$ cat src/hdl/xcrc_pkg.sv
`timescale 1ns / 1ps
// ----------------------------------------------------------------------------
// XMODEM-CRC receiver package
// Shared types, protocol characters and result codes.
// ----------------------------------------------------------------------------
package xcrc_pkg;

    localparam int RES_MAX = 5;             // most results one request can cause
    localparam int CNT_W   = 3;             // holds 0..RES_MAX

    localparam logic [10:0] LONG_BLOCK_BYTES  = 11'd1024;
    localparam logic [10:0] SHORT_BLOCK_BYTES = 11'd128;

    // Protocol characters
    localparam logic [7:0] C_SOH     = 8'h01;
    localparam logic [7:0] C_STX     = 8'h02;
    localparam logic [7:0] C_EOT     = 8'h04;
    localparam logic [7:0] C_ACK     = 8'h06;
    localparam logic [7:0] C_NAK     = 8'h15;
    localparam logic [7:0] C_CAN     = 8'h18;
    localparam logic [7:0] C_CRC_REQ = 8'h43;

    // Configuration register indexes
    localparam int          CFG_IDX_W            = 1;
    localparam logic [0:0]  CFG_RETRIES_AT_START = 1'b0;
    localparam logic [0:0]  CFG_RETRIES_AFTER_OK = 1'b1;

    typedef enum logic [1:0] {
        OP_START   = 2'd0,
        OP_BYTE    = 2'd1,
        OP_TIMEOUT = 2'd2
    } op_t;

    typedef enum logic [2:0] {
        K_SEND     = 3'd0,
        K_DATA     = 3'd1,
        K_ACCEPT   = 3'd2,
        K_DISCARD  = 3'd3,
        K_COMPLETE = 3'd4,
        K_ABORT    = 3'd5
    } kind_t;

    typedef enum logic [2:0] {
        PH_IDLE   = 3'd0,
        PH_HEADER = 3'd1,
        PH_SEQ    = 3'd2,
        PH_COMPL  = 3'd3,
        PH_DATA   = 3'd4,
        PH_CRCH   = 3'd5,
        PH_CRCL   = 3'd6,
        PH_FLUSH  = 3'd7
    } phase_t;

    typedef struct packed {
        logic [7:0] retries_at_start;
        logic [7:0] retries_after_good;
    } cfg_t;

    typedef struct packed {
        kind_t       kind;
        logic [7:0]  tx_byte;
        logic [7:0]  data_byte;
        logic [9:0]  data_index;
        logic [10:0] packet_length;
    } result_t;

    // Result list of one request; entry 0 goes out first.
    typedef struct packed {
        result_t [RES_MAX-1:0] ents;
        logic    [CNT_W-1:0]   cnt;
    } burst_t;

endpackage

$ cat src/hdl/xcrc_engine.sv
`timescale 1ns / 1ps
// ----------------------------------------------------------------------------
// XMODEM-CRC protocol engine
// Holds the receiver state and turns one request into its result list.
// ----------------------------------------------------------------------------
module xcrc_engine
    import xcrc_pkg::*;
(
    input  logic       aclk,
    input  logic       aresetn,
    input  logic       accept,
    input  op_t        op,
    input  logic [7:0] rx_byte,
    input  cfg_t       cfg,
    output burst_t     burst
);

    phase_t      phase_reg,       phase_next;
    logic [7:0]  exp_seq_reg,     exp_seq_next;
    logic [7:0]  retries_reg,     retries_next;
    logic [7:0]  reply_reg,       reply_next;
    logic [10:0] pos_reg,         pos_next;
    logic        long_reg,        long_next;
    logic [7:0]  seq_reg,         seq_next;
    logic [7:0]  compl_reg,       compl_next;
    logic [15:0] crc_reg,         crc_next;
    logic [7:0]  crc_high_reg,    crc_high_next;

    logic        in_packet;
    logic [7:0]  retries_dec;
    logic [10:0] pos_inc;
    logic [10:0] blen;
    logic        pkt_ok;
    logic        is_dup;
    logic        is_good;

    // CRC-16, poly 0x1021, MSB first, one byte
    function automatic logic [15:0] crc_update(input logic [15:0] crc_in,
                                               input logic [7:0]  b);
        logic [15:0] c;
        c = crc_in ^ {b, 8'h00};
        for (int i = 0; i < 8; i++) begin
            c = c[15] ? ({c[14:0], 1'b0} ^ 16'h1021) : {c[14:0], 1'b0};
        end
        return c;
    endfunction

    function automatic result_t mk_res(input kind_t k, input logic [7:0] tx,
                                       input logic [7:0] db, input logic [9:0] idx,
                                       input logic [10:0] len);
        result_t r;
        r.kind          = k;
        r.tx_byte       = tx;
        r.data_byte     = db;
        r.data_index    = idx;
        r.packet_length = len;
        return r;
    endfunction

    assign in_packet   = (phase_reg == PH_SEQ) || (phase_reg == PH_COMPL) ||
                         (phase_reg == PH_DATA) || (phase_reg == PH_CRCH) ||
                         (phase_reg == PH_CRCL);
    assign retries_dec = retries_reg - 8'd1;
    assign pos_inc     = pos_reg + 11'd1;
    assign blen        = long_reg ? LONG_BLOCK_BYTES : SHORT_BLOCK_BYTES;
    assign pkt_ok      = (seq_reg == ~compl_reg) && ({crc_high_reg, rx_byte} == crc_reg);
    assign is_dup      = pkt_ok && (seq_reg == exp_seq_reg - 8'd1);
    assign is_good     = pkt_ok && !is_dup && (seq_reg == exp_seq_reg);

    // Next state
    always_comb begin
        phase_next    = phase_reg;
        exp_seq_next  = exp_seq_reg;
        retries_next  = retries_reg;
        reply_next    = reply_reg;
        pos_next      = pos_reg;
        long_next     = long_reg;
        seq_next      = seq_reg;
        compl_next    = compl_reg;
        crc_next      = crc_reg;
        crc_high_next = crc_high_reg;
        if (accept) begin
            case (op)
                OP_START: begin
                    phase_next   = PH_HEADER;
                    exp_seq_next = 8'd1;
                    retries_next = cfg.retries_at_start;
                    reply_next   = C_CRC_REQ;
                    pos_next     = '0;
                end
                OP_BYTE: begin
                    case (phase_reg)
                        PH_HEADER: begin
                            if (rx_byte == C_STX || rx_byte == C_SOH) begin
                                long_next  = (rx_byte == C_STX);
                                phase_next = PH_SEQ;
                            end else if (rx_byte == C_EOT) begin
                                phase_next = PH_IDLE;
                            end
                        end
                        PH_SEQ: begin
                            seq_next   = rx_byte;
                            phase_next = PH_COMPL;
                        end
                        PH_COMPL: begin
                            compl_next = rx_byte;
                            crc_next   = '0;
                            pos_next   = '0;
                            phase_next = PH_DATA;
                        end
                        PH_DATA: begin
                            crc_next = crc_update(crc_reg, rx_byte);
                            pos_next = pos_inc;
                            if (pos_inc >= blen) begin
                                phase_next = PH_CRCH;
                            end
                        end
                        PH_CRCH: begin
                            crc_high_next = rx_byte;
                            phase_next    = PH_CRCL;
                        end
                        PH_CRCL: begin
                            if (is_dup) begin
                                reply_next = C_ACK;
                                phase_next = PH_HEADER;
                            end else if (is_good) begin
                                exp_seq_next = exp_seq_reg + 8'd1;
                                retries_next = cfg.retries_after_good;
                                reply_next   = C_ACK;
                                phase_next   = PH_HEADER;
                            end else begin
                                reply_next = C_NAK;
                                phase_next = PH_FLUSH;
                            end
                        end
                        default: begin
                        end
                    endcase
                end
                OP_TIMEOUT: begin
                    if (phase_reg != PH_IDLE) begin
                        retries_next = retries_dec;
                        phase_next   = (retries_dec == 8'd0) ? PH_IDLE : PH_HEADER;
                    end
                end
                default: begin
                end
            endcase
        end
    end

    // Result list
    always_comb begin
        logic [CNT_W-1:0] n;
        burst = '0;
        n     = '0;
        case (op)
            OP_START: begin
                if (in_packet) begin
                    burst.ents[n] = mk_res(K_DISCARD, '0, '0, '0, '0);
                    n = n + 3'd1;
                end
                burst.ents[n] = mk_res(K_SEND, C_CRC_REQ, '0, '0, '0);
                n = n + 3'd1;
            end
            OP_BYTE: begin
                case (phase_reg)
                    PH_HEADER: begin
                        if (rx_byte == C_EOT) begin
                            burst.ents[0] = mk_res(K_SEND, C_ACK, '0, '0, '0);
                            burst.ents[1] = mk_res(K_SEND, C_ACK, '0, '0, '0);
                            burst.ents[2] = mk_res(K_COMPLETE, '0, '0, '0, '0);
                            n = 3'd3;
                        end
                    end
                    PH_DATA: begin
                        burst.ents[0] = mk_res(K_DATA, '0, rx_byte, pos_reg[9:0], '0);
                        n = 3'd1;
                    end
                    PH_CRCL: begin
                        if (is_dup) begin
                            burst.ents[0] = mk_res(K_DISCARD, '0, '0, '0, '0);
                            burst.ents[1] = mk_res(K_SEND, C_ACK, '0, '0, '0);
                            n = 3'd2;
                        end else if (is_good) begin
                            burst.ents[0] = mk_res(K_ACCEPT, '0, '0, '0, blen);
                            burst.ents[1] = mk_res(K_SEND, C_ACK, '0, '0, '0);
                            n = 3'd2;
                        end else begin
                            burst.ents[0] = mk_res(K_DISCARD, '0, '0, '0, '0);
                            n = 3'd1;
                        end
                    end
                    default: begin
                    end
                endcase
            end
            OP_TIMEOUT: begin
                if (phase_reg != PH_IDLE) begin
                    if (in_packet) begin
                        burst.ents[n] = mk_res(K_DISCARD, '0, '0, '0, '0);
                        n = n + 3'd1;
                    end
                    if (retries_dec == 8'd0) begin
                        burst.ents[n] = mk_res(K_SEND, C_CAN, '0, '0, '0);
                        n = n + 3'd1;
                        burst.ents[n] = mk_res(K_SEND, C_CAN, '0, '0, '0);
                        n = n + 3'd1;
                        burst.ents[n] = mk_res(K_SEND, C_CAN, '0, '0, '0);
                        n = n + 3'd1;
                        burst.ents[n] = mk_res(K_ABORT, '0, '0, '0, '0);
                        n = n + 3'd1;
                    end else begin
                        burst.ents[n] = mk_res(K_SEND, reply_reg, '0, '0, '0);
                        n = n + 3'd1;
                    end
                end
            end
            default: begin
            end
        endcase
        burst.cnt = n;
    end

    always_ff @(posedge aclk) begin
        if (!aresetn) begin
            phase_reg    <= PH_IDLE;
            exp_seq_reg  <= 8'd1;
            retries_reg  <= 8'd15;
            reply_reg    <= C_CRC_REQ;
            pos_reg      <= '0;
            long_reg     <= 1'b0;
            seq_reg      <= '0;
            compl_reg    <= '0;
            crc_reg      <= '0;
            crc_high_reg <= '0;
        end else begin
            phase_reg    <= phase_next;
            exp_seq_reg  <= exp_seq_next;
            retries_reg  <= retries_next;
            reply_reg    <= reply_next;
            pos_reg      <= pos_next;
            long_reg     <= long_next;
            seq_reg      <= seq_next;
            compl_reg    <= compl_next;
            crc_reg      <= crc_next;
            crc_high_reg <= crc_high_next;
        end
    end

endmodule

$ cat src/hdl/xmodem_crc_receiver.sv
`timescale 1ns / 1ps
// ----------------------------------------------------------------------------
// XMODEM-CRC receiver
// Receive side of XMODEM-CRC with 128- and 1024-byte blocks.
// ----------------------------------------------------------------------------
// Path: the result list is loaded into the result queue, then the output register.
// Throughput: one request per cycle while each causes at most one result and
//   m_tready stays high; a request with N results holds s_tready low until
//   its result queue is down to the last entry.
// Reset: aresetn is synchronous, active low; it clears the protocol state,
//   the result queue, the output valid flag and restores the retry budgets.
// ----------------------------------------------------------------------------
module xmodem_crc_receiver
    import xcrc_pkg::*;
(
    input  logic                 aclk,
    input  logic                 aresetn,

    // Configuration write port
    input  logic                 cfg_wr_en,
    input  logic [CFG_IDX_W-1:0] cfg_index,
    input  logic [7:0]           cfg_wdata,

    // Request channel
    input  logic                 s_tvalid,
    output logic                 s_tready,
    input  logic [7:0]           s_tdata,   // [7:0] rx_byte
    input  logic [1:0]           s_tuser,   // [1:0] op

    // Result channel
    output logic                 m_tvalid,
    input  logic                 m_tready,
    output logic [39:0]          m_tdata,   // [7:0] tx_byte, [15:8] data_byte,
                                            // [25:16] data_index,
                                            // [36:26] packet_length, [39:37] zero
    output logic [2:0]           m_tuser,   // [2:0] kind
    output logic                 m_tlast
);

    cfg_t             cfg_reg;
    burst_t           burst;
    burst_t           q_reg,      q_next;
    logic             m_valid_reg, m_valid_next;
    result_t          m_res_reg,  m_res_next;
    logic             m_last_reg, m_last_next;

    logic             s_accept;
    logic             pop;

    // Configuration registers: the user must write them only while the block is idle; the block does not enforce it.
    always_ff @(posedge aclk) begin
        if (!aresetn) begin
            cfg_reg.retries_at_start   <= 8'd15;
            cfg_reg.retries_after_good <= 8'd10;
        end else if (cfg_wr_en) begin
            case (cfg_index)
                CFG_RETRIES_AT_START: cfg_reg.retries_at_start   <= cfg_wdata;
                CFG_RETRIES_AFTER_OK: cfg_reg.retries_after_good <= cfg_wdata;
                default: begin
                end
            endcase
        end
    end

    // Protocol engine: state update and result list in one pass.
    xcrc_engine u_engine (
        .aclk    (aclk),
        .aresetn (aresetn),
        .accept  (s_accept),
        .op      (op_t'(s_tuser)),
        .rx_byte (s_tdata),
        .cfg     (cfg_reg),
        .burst   (burst)
    );

    // Move the queue head into the output register when that register is
    // empty or being drained.
    assign pop = (q_reg.cnt != '0) && (!m_valid_reg || m_tready);

    // Take a new request once the queue is empty or its last entry leaves now;
    // with an entry queued, s_tready follows m_tready through pop.
    assign s_tready = (q_reg.cnt == '0) || ((q_reg.cnt == CNT_W'(1)) && pop);
    assign s_accept = s_tvalid && s_tready;

    always_comb begin
        q_next = q_reg;
        if (s_accept) begin
            // old contents are gone or leave this cycle: load the new list
            q_next = burst;
        end else if (pop) begin
            // advance: drop the head, shift the rest down
            q_next.ents = q_reg.ents >> $bits(result_t);
            q_next.cnt  = q_reg.cnt - CNT_W'(1);
        end
    end

    always_comb begin
        m_valid_next = m_valid_reg;
        m_res_next   = m_res_reg;
        m_last_next  = m_last_reg;
        if (pop) begin
            m_valid_next = 1'b1;
            m_res_next   = q_reg.ents[0];
            m_last_next  = (q_reg.cnt == CNT_W'(1));
        end else if (m_tready) begin
            m_valid_next = 1'b0;
        end
    end

    always_ff @(posedge aclk) begin
        if (!aresetn) begin
            q_reg.cnt   <= '0;
            m_valid_reg <= 1'b0;
        end else begin
            q_reg.cnt   <= q_next.cnt;
            m_valid_reg <= m_valid_next;
        end
        // Queue entries need no reset.
        q_reg.ents <= q_next.ents;
    end

    // Payload registers need no reset.
    always_ff @(posedge aclk) begin
        m_res_reg  <= m_res_next;
        m_last_reg <= m_last_next;
    end

    assign m_tvalid = m_valid_reg;
    assign m_tdata  = {3'b000, m_res_reg.packet_length, m_res_reg.data_index,
                       m_res_reg.data_byte, m_res_reg.tx_byte};
    assign m_tuser  = m_res_reg.kind;
    assign m_tlast  = m_last_reg;

endmodule

$ cat config.mk
export PLATFORM = sky130hd
export DESIGN_NAME = xmodem_crc_receiver
export DESIGN_NICKNAME = d
export VERILOG_FILES = /design/src/hdl/xcrc_pkg.sv /design/src/hdl/xcrc_engine.sv /design/src/hdl/xmodem_crc_receiver.sv
export SDC_FILE = /design/constraint.sdc
export NUM_CORES = 1
export LEC_CHECK = 0
export ABC_AREA = 1
export ABC_CLOCK_PERIOD_IN_PS = 3300
export BUFFER_PORTS_ARGS = -buffer_cell sky130_fd_sc_hd__buf_2
export CAP_MARGIN = 25
export CELL_PAD_IN_SITES_DETAIL_PLACEMENT = 1
export CELL_PAD_IN_SITES_GLOBAL_PLACEMENT = 2
export CORE_ASPECT_RATIO = 0.7
export CORE_MARGIN = 1
export CORE_UTILIZATION = 37
export CTS_BUF_LIST = sky130_fd_sc_hd__clkbuf_8 sky130_fd_sc_hd__clkbuf_16
export CTS_CLUSTER_SIZE = 20
export DETAILED_ROUTE_END_ITERATION = 6
export PLACE_DENSITY_LB_ADDON = 0.1
export SLEW_MARGIN = 20
export SYNTH_ARGS = -nofsm -noshare
export SYNTH_HDL_FRONTEND = slang
export SYNTH_SLANG_ARGS = --single-unit
$ cat constraint.sdc
create_clock -name aclk -period 3.3 [get_ports aclk]
set_input_delay 0.165 -clock aclk [delete_from_list [all_inputs] [get_ports aclk]]
set_output_delay 0.165 -clock aclk [all_outputs]
set_load 0.02 [all_outputs]
==> results.cfg <==
[clocking]
cts_inserted_buffers = 17
cts_root_buf = clkbuf_16
cts_num_sinks = 169
post-cts-setup-buffers = 0
ctsLongestPathBuffers = 2
path_clk_slew_ps = 70
clk_latency_ps = 440
ctsHoldBuffers = 8
htreeDepth = 4
cts_resized = 0
cts_tree = yes

[cells_and_area]
final_nets = 1086
num_antenna_cells = 0
fin_util = 0.433
areaGrowthSynthToFinish_pct = 13.7
drive_gt1_frac = 0.140
largest_reg_flops = 46

[routing]
remaining_drc_errors = 0
drtPass1Iterations = 5
avgRoutedWirePerCell_um = 17.0
vias = 6712
routed_via_density = 5.01
ant_nets = 0
finalWirelength_um = 22800
drtIter0Drc = 386

[power]
internal_power_mw = 4.46
p_comb_frac = 0.254
peakVddDrop_uv = 356
powerDensity_nw_per_um2 = 716
p_sw_mw = 2.33
p_sw_frac = 0.343
p_leak_nw = 3.95
p_seq_frac = 0.463
power_mw = 6.79
power.share.clock = 0.283

[run]
cap_violations = 0

[min_path]
worstHoldPathCells = 3
hp-start = aresetn
hold_class = input port to flip-flop
hold_end = cfg_reg[6]

[die]
die_w_um = 181
start_util = 0.381
coreArea_um2 = 21900
rows = 45
die_height_um = 128
ios = 70
die_area_um2 = 23200

[critical_path]
r2r_slack_ps = 510
r2r-end = u_engine.phase_reg[0]
crit_path_start_kind = flip-flop
required_ps = 3630
cp.arrival_ps = 3120
reg2reg_from = u_engine.pos_reg[0]
crit_path_end_kind = flip-flop
crit_type = flip-flop to flip-flop
ff2ff_path_depth = 15
path_max_fanout = 7

[synth]
synthTopCellsByArea = edfxtp_1 26%, dfxtp_1 23%, nand2_1 7.4%
avgSynthCellArea_um2 = 8.46
yosys-top-cells-count = 164 x nand2_1, 131 x nor2_1, 96 x dfxtp_1
synth_top_area_share = 0.263
yosysMostFrequentCell = nand2_1
synth-edff-count = 73
synth_cell_types = 48
seq_area_frac_synth = 0.493
synthArstFlopShare = 0
ys_seq_elements = 169
syn_area_um2 = 8340
synth-warning-count = 0
synth_cells = 986
synth_top_area_cell = edfxtp_1
ys.flop_type = dfxtp_1

[timing]
fin_tns_setup_ps = 0
maxSlewViolCount = 0
min_period_ps = 2790
finalCritPeriodShare = 0.847
fmax_ghz = 0.358
setup_violations = 0
skew_ps = 14.8
hold_viol_final = 0
rsz0062_at_grt = no
slew_headroom = 0.405
worstMarginPinSlew_ps = 892

[grt]
overflow = 0
grt_pass1_vias = 6670
grt_pass1_wl_um = 37300
grt_usage = 0.210
antenna_found_initial = 0
grt_max_degree = 44

[placement]
place.gp.congestion = 0.798
port_buffers = 55
detailed_place_hpwl_um = 16600

[run_status]
outcome = finished clean
layer usage:
metal / track usage / routed length, um
met1: 0.324 / 12800
met2: 0.300 / 9100
met3: 0.0359 / 719
met4: 0.0538 / 208
met5: 0 / 0
cell families (layout without fill, tap and decap cells):
family | after synthesis | after routing | share of synthesized area
XOR/XNOR | 61 | 61 | 0.0650
buffers and inverters | 151 | 211 | 0.0788
other | 1 | 14 | 0.000450
adder cells (fa/ha/maj) | 16 | 16 | 0.0240
AO/OA/AOI/OAI | 160 | 160 | 0.108
flip-flops | 169 | 169 | 0.493
AND/OR/NAND/NOR | 428 | 428 | 0.231
per-stage QoR:
step / instance area [um^2] / hold slack [ps] / cells / setup WS, ps
after global routing: 9480 / 49.6 / 1341 / 261
after floorplan: 8390 / 278 / 999 / 870
after CTS: 9480 / 21.7 / 1341 / 558
final: 9480 / 43.7 / 1341 / 505
after global placement: 8850 / 386 / 1301 / 660
after detailed placement: 8850 / 397 / 1301 / 673
worst max path at each step:
stage | start | end | slack (ps) | depth (start not counted)
final | u_engine.pos_reg[0] | u_engine.phase_reg[0] | 510 | 15
after global routing | u_engine.pos_reg[0] | u_engine.phase_reg[0] | 260 | 15
after CTS | u_engine.pos_reg[0] | u_engine.phase_reg[0] | 560 | 15
after detailed placement | u_engine.pos_reg[0] | u_engine.phase_reg[0] | 670 | 15
after global placement | u_engine.pos_reg[0] | u_engine.phase_reg[0] | 660 | 15
after floorplan | q_reg[0] | q_reg[2] | 870 | 10
layout by cell type (no fill, tap or decap), types with 4 or more instances in the layout:
| cell | n |
|---|---|
| a21oi_1 | 71 |
| a21oi_2 | 7 |
| a2bb2oi_1 | 7 |
| a31oi_1 | 6 |
| buf_2 | 55 |
| buf_4 | 11 |
| clkbuf_16 | 17 |
| conb_1 | 14 |
| dfxtp_1 | 96 |
| dlygate4sd3_1 | 8 |
| edfxtp_1 | 73 |
| ha_1 | 16 |
| inv_1 | 91 |
| inv_2 | 14 |
| inv_6 | 4 |
| nand2_1 | 163 |
| nand2_2 | 10 |
| nand3_1 | 49 |
| nand4_1 | 13 |
| nor2_1 | 131 |
| nor2_2 | 7 |
| nor3_1 | 29 |
| nor4_1 | 9 |
| o211ai_1 | 6 |
| o21ai_0 | 48 |
| o21ai_1 | 6 |
| xnor2_1 | 26 |
| xor2_1 | 34 |
critical path, cell delays in order, from the launching register on:
cell and delay (ps):
dfxtp_1 480, ha_1 220, nand2_1 100, inv_1 100, nand3_1 110, nor2_2 190, nand4_1 210, nor2_1 190
xor2_1 280, ha_1 300, nand2_1 80, nand2_1 70, nand2_1 150, inv_2 70, nor2_1 90, nor2_1 50
power groups by stage:
stage               clock, mW  combinational [mW]  sequential, mW
floorplan                   0               0.933            3.42
global placement            0                1.71            3.17
CTS                      1.98                1.75            3.15
global route             2.06                1.93            3.21
finish                   1.92                1.72            3.15
detailed placement          0                1.74            3.20
layout make-up:
cell class                      instances  area (um^2)
Clock inverter                         15          130
Fill cell                            2620        12400
Timing Repair Buffer                   74          438
Inverter                              105          397
Tap cell                              282          353
Multi-Input combinational cell        679         3620
Sequential cell                       169         4110
Clock buffer                           17          425
No activity file was read; power rests on OpenSTA's default activity.
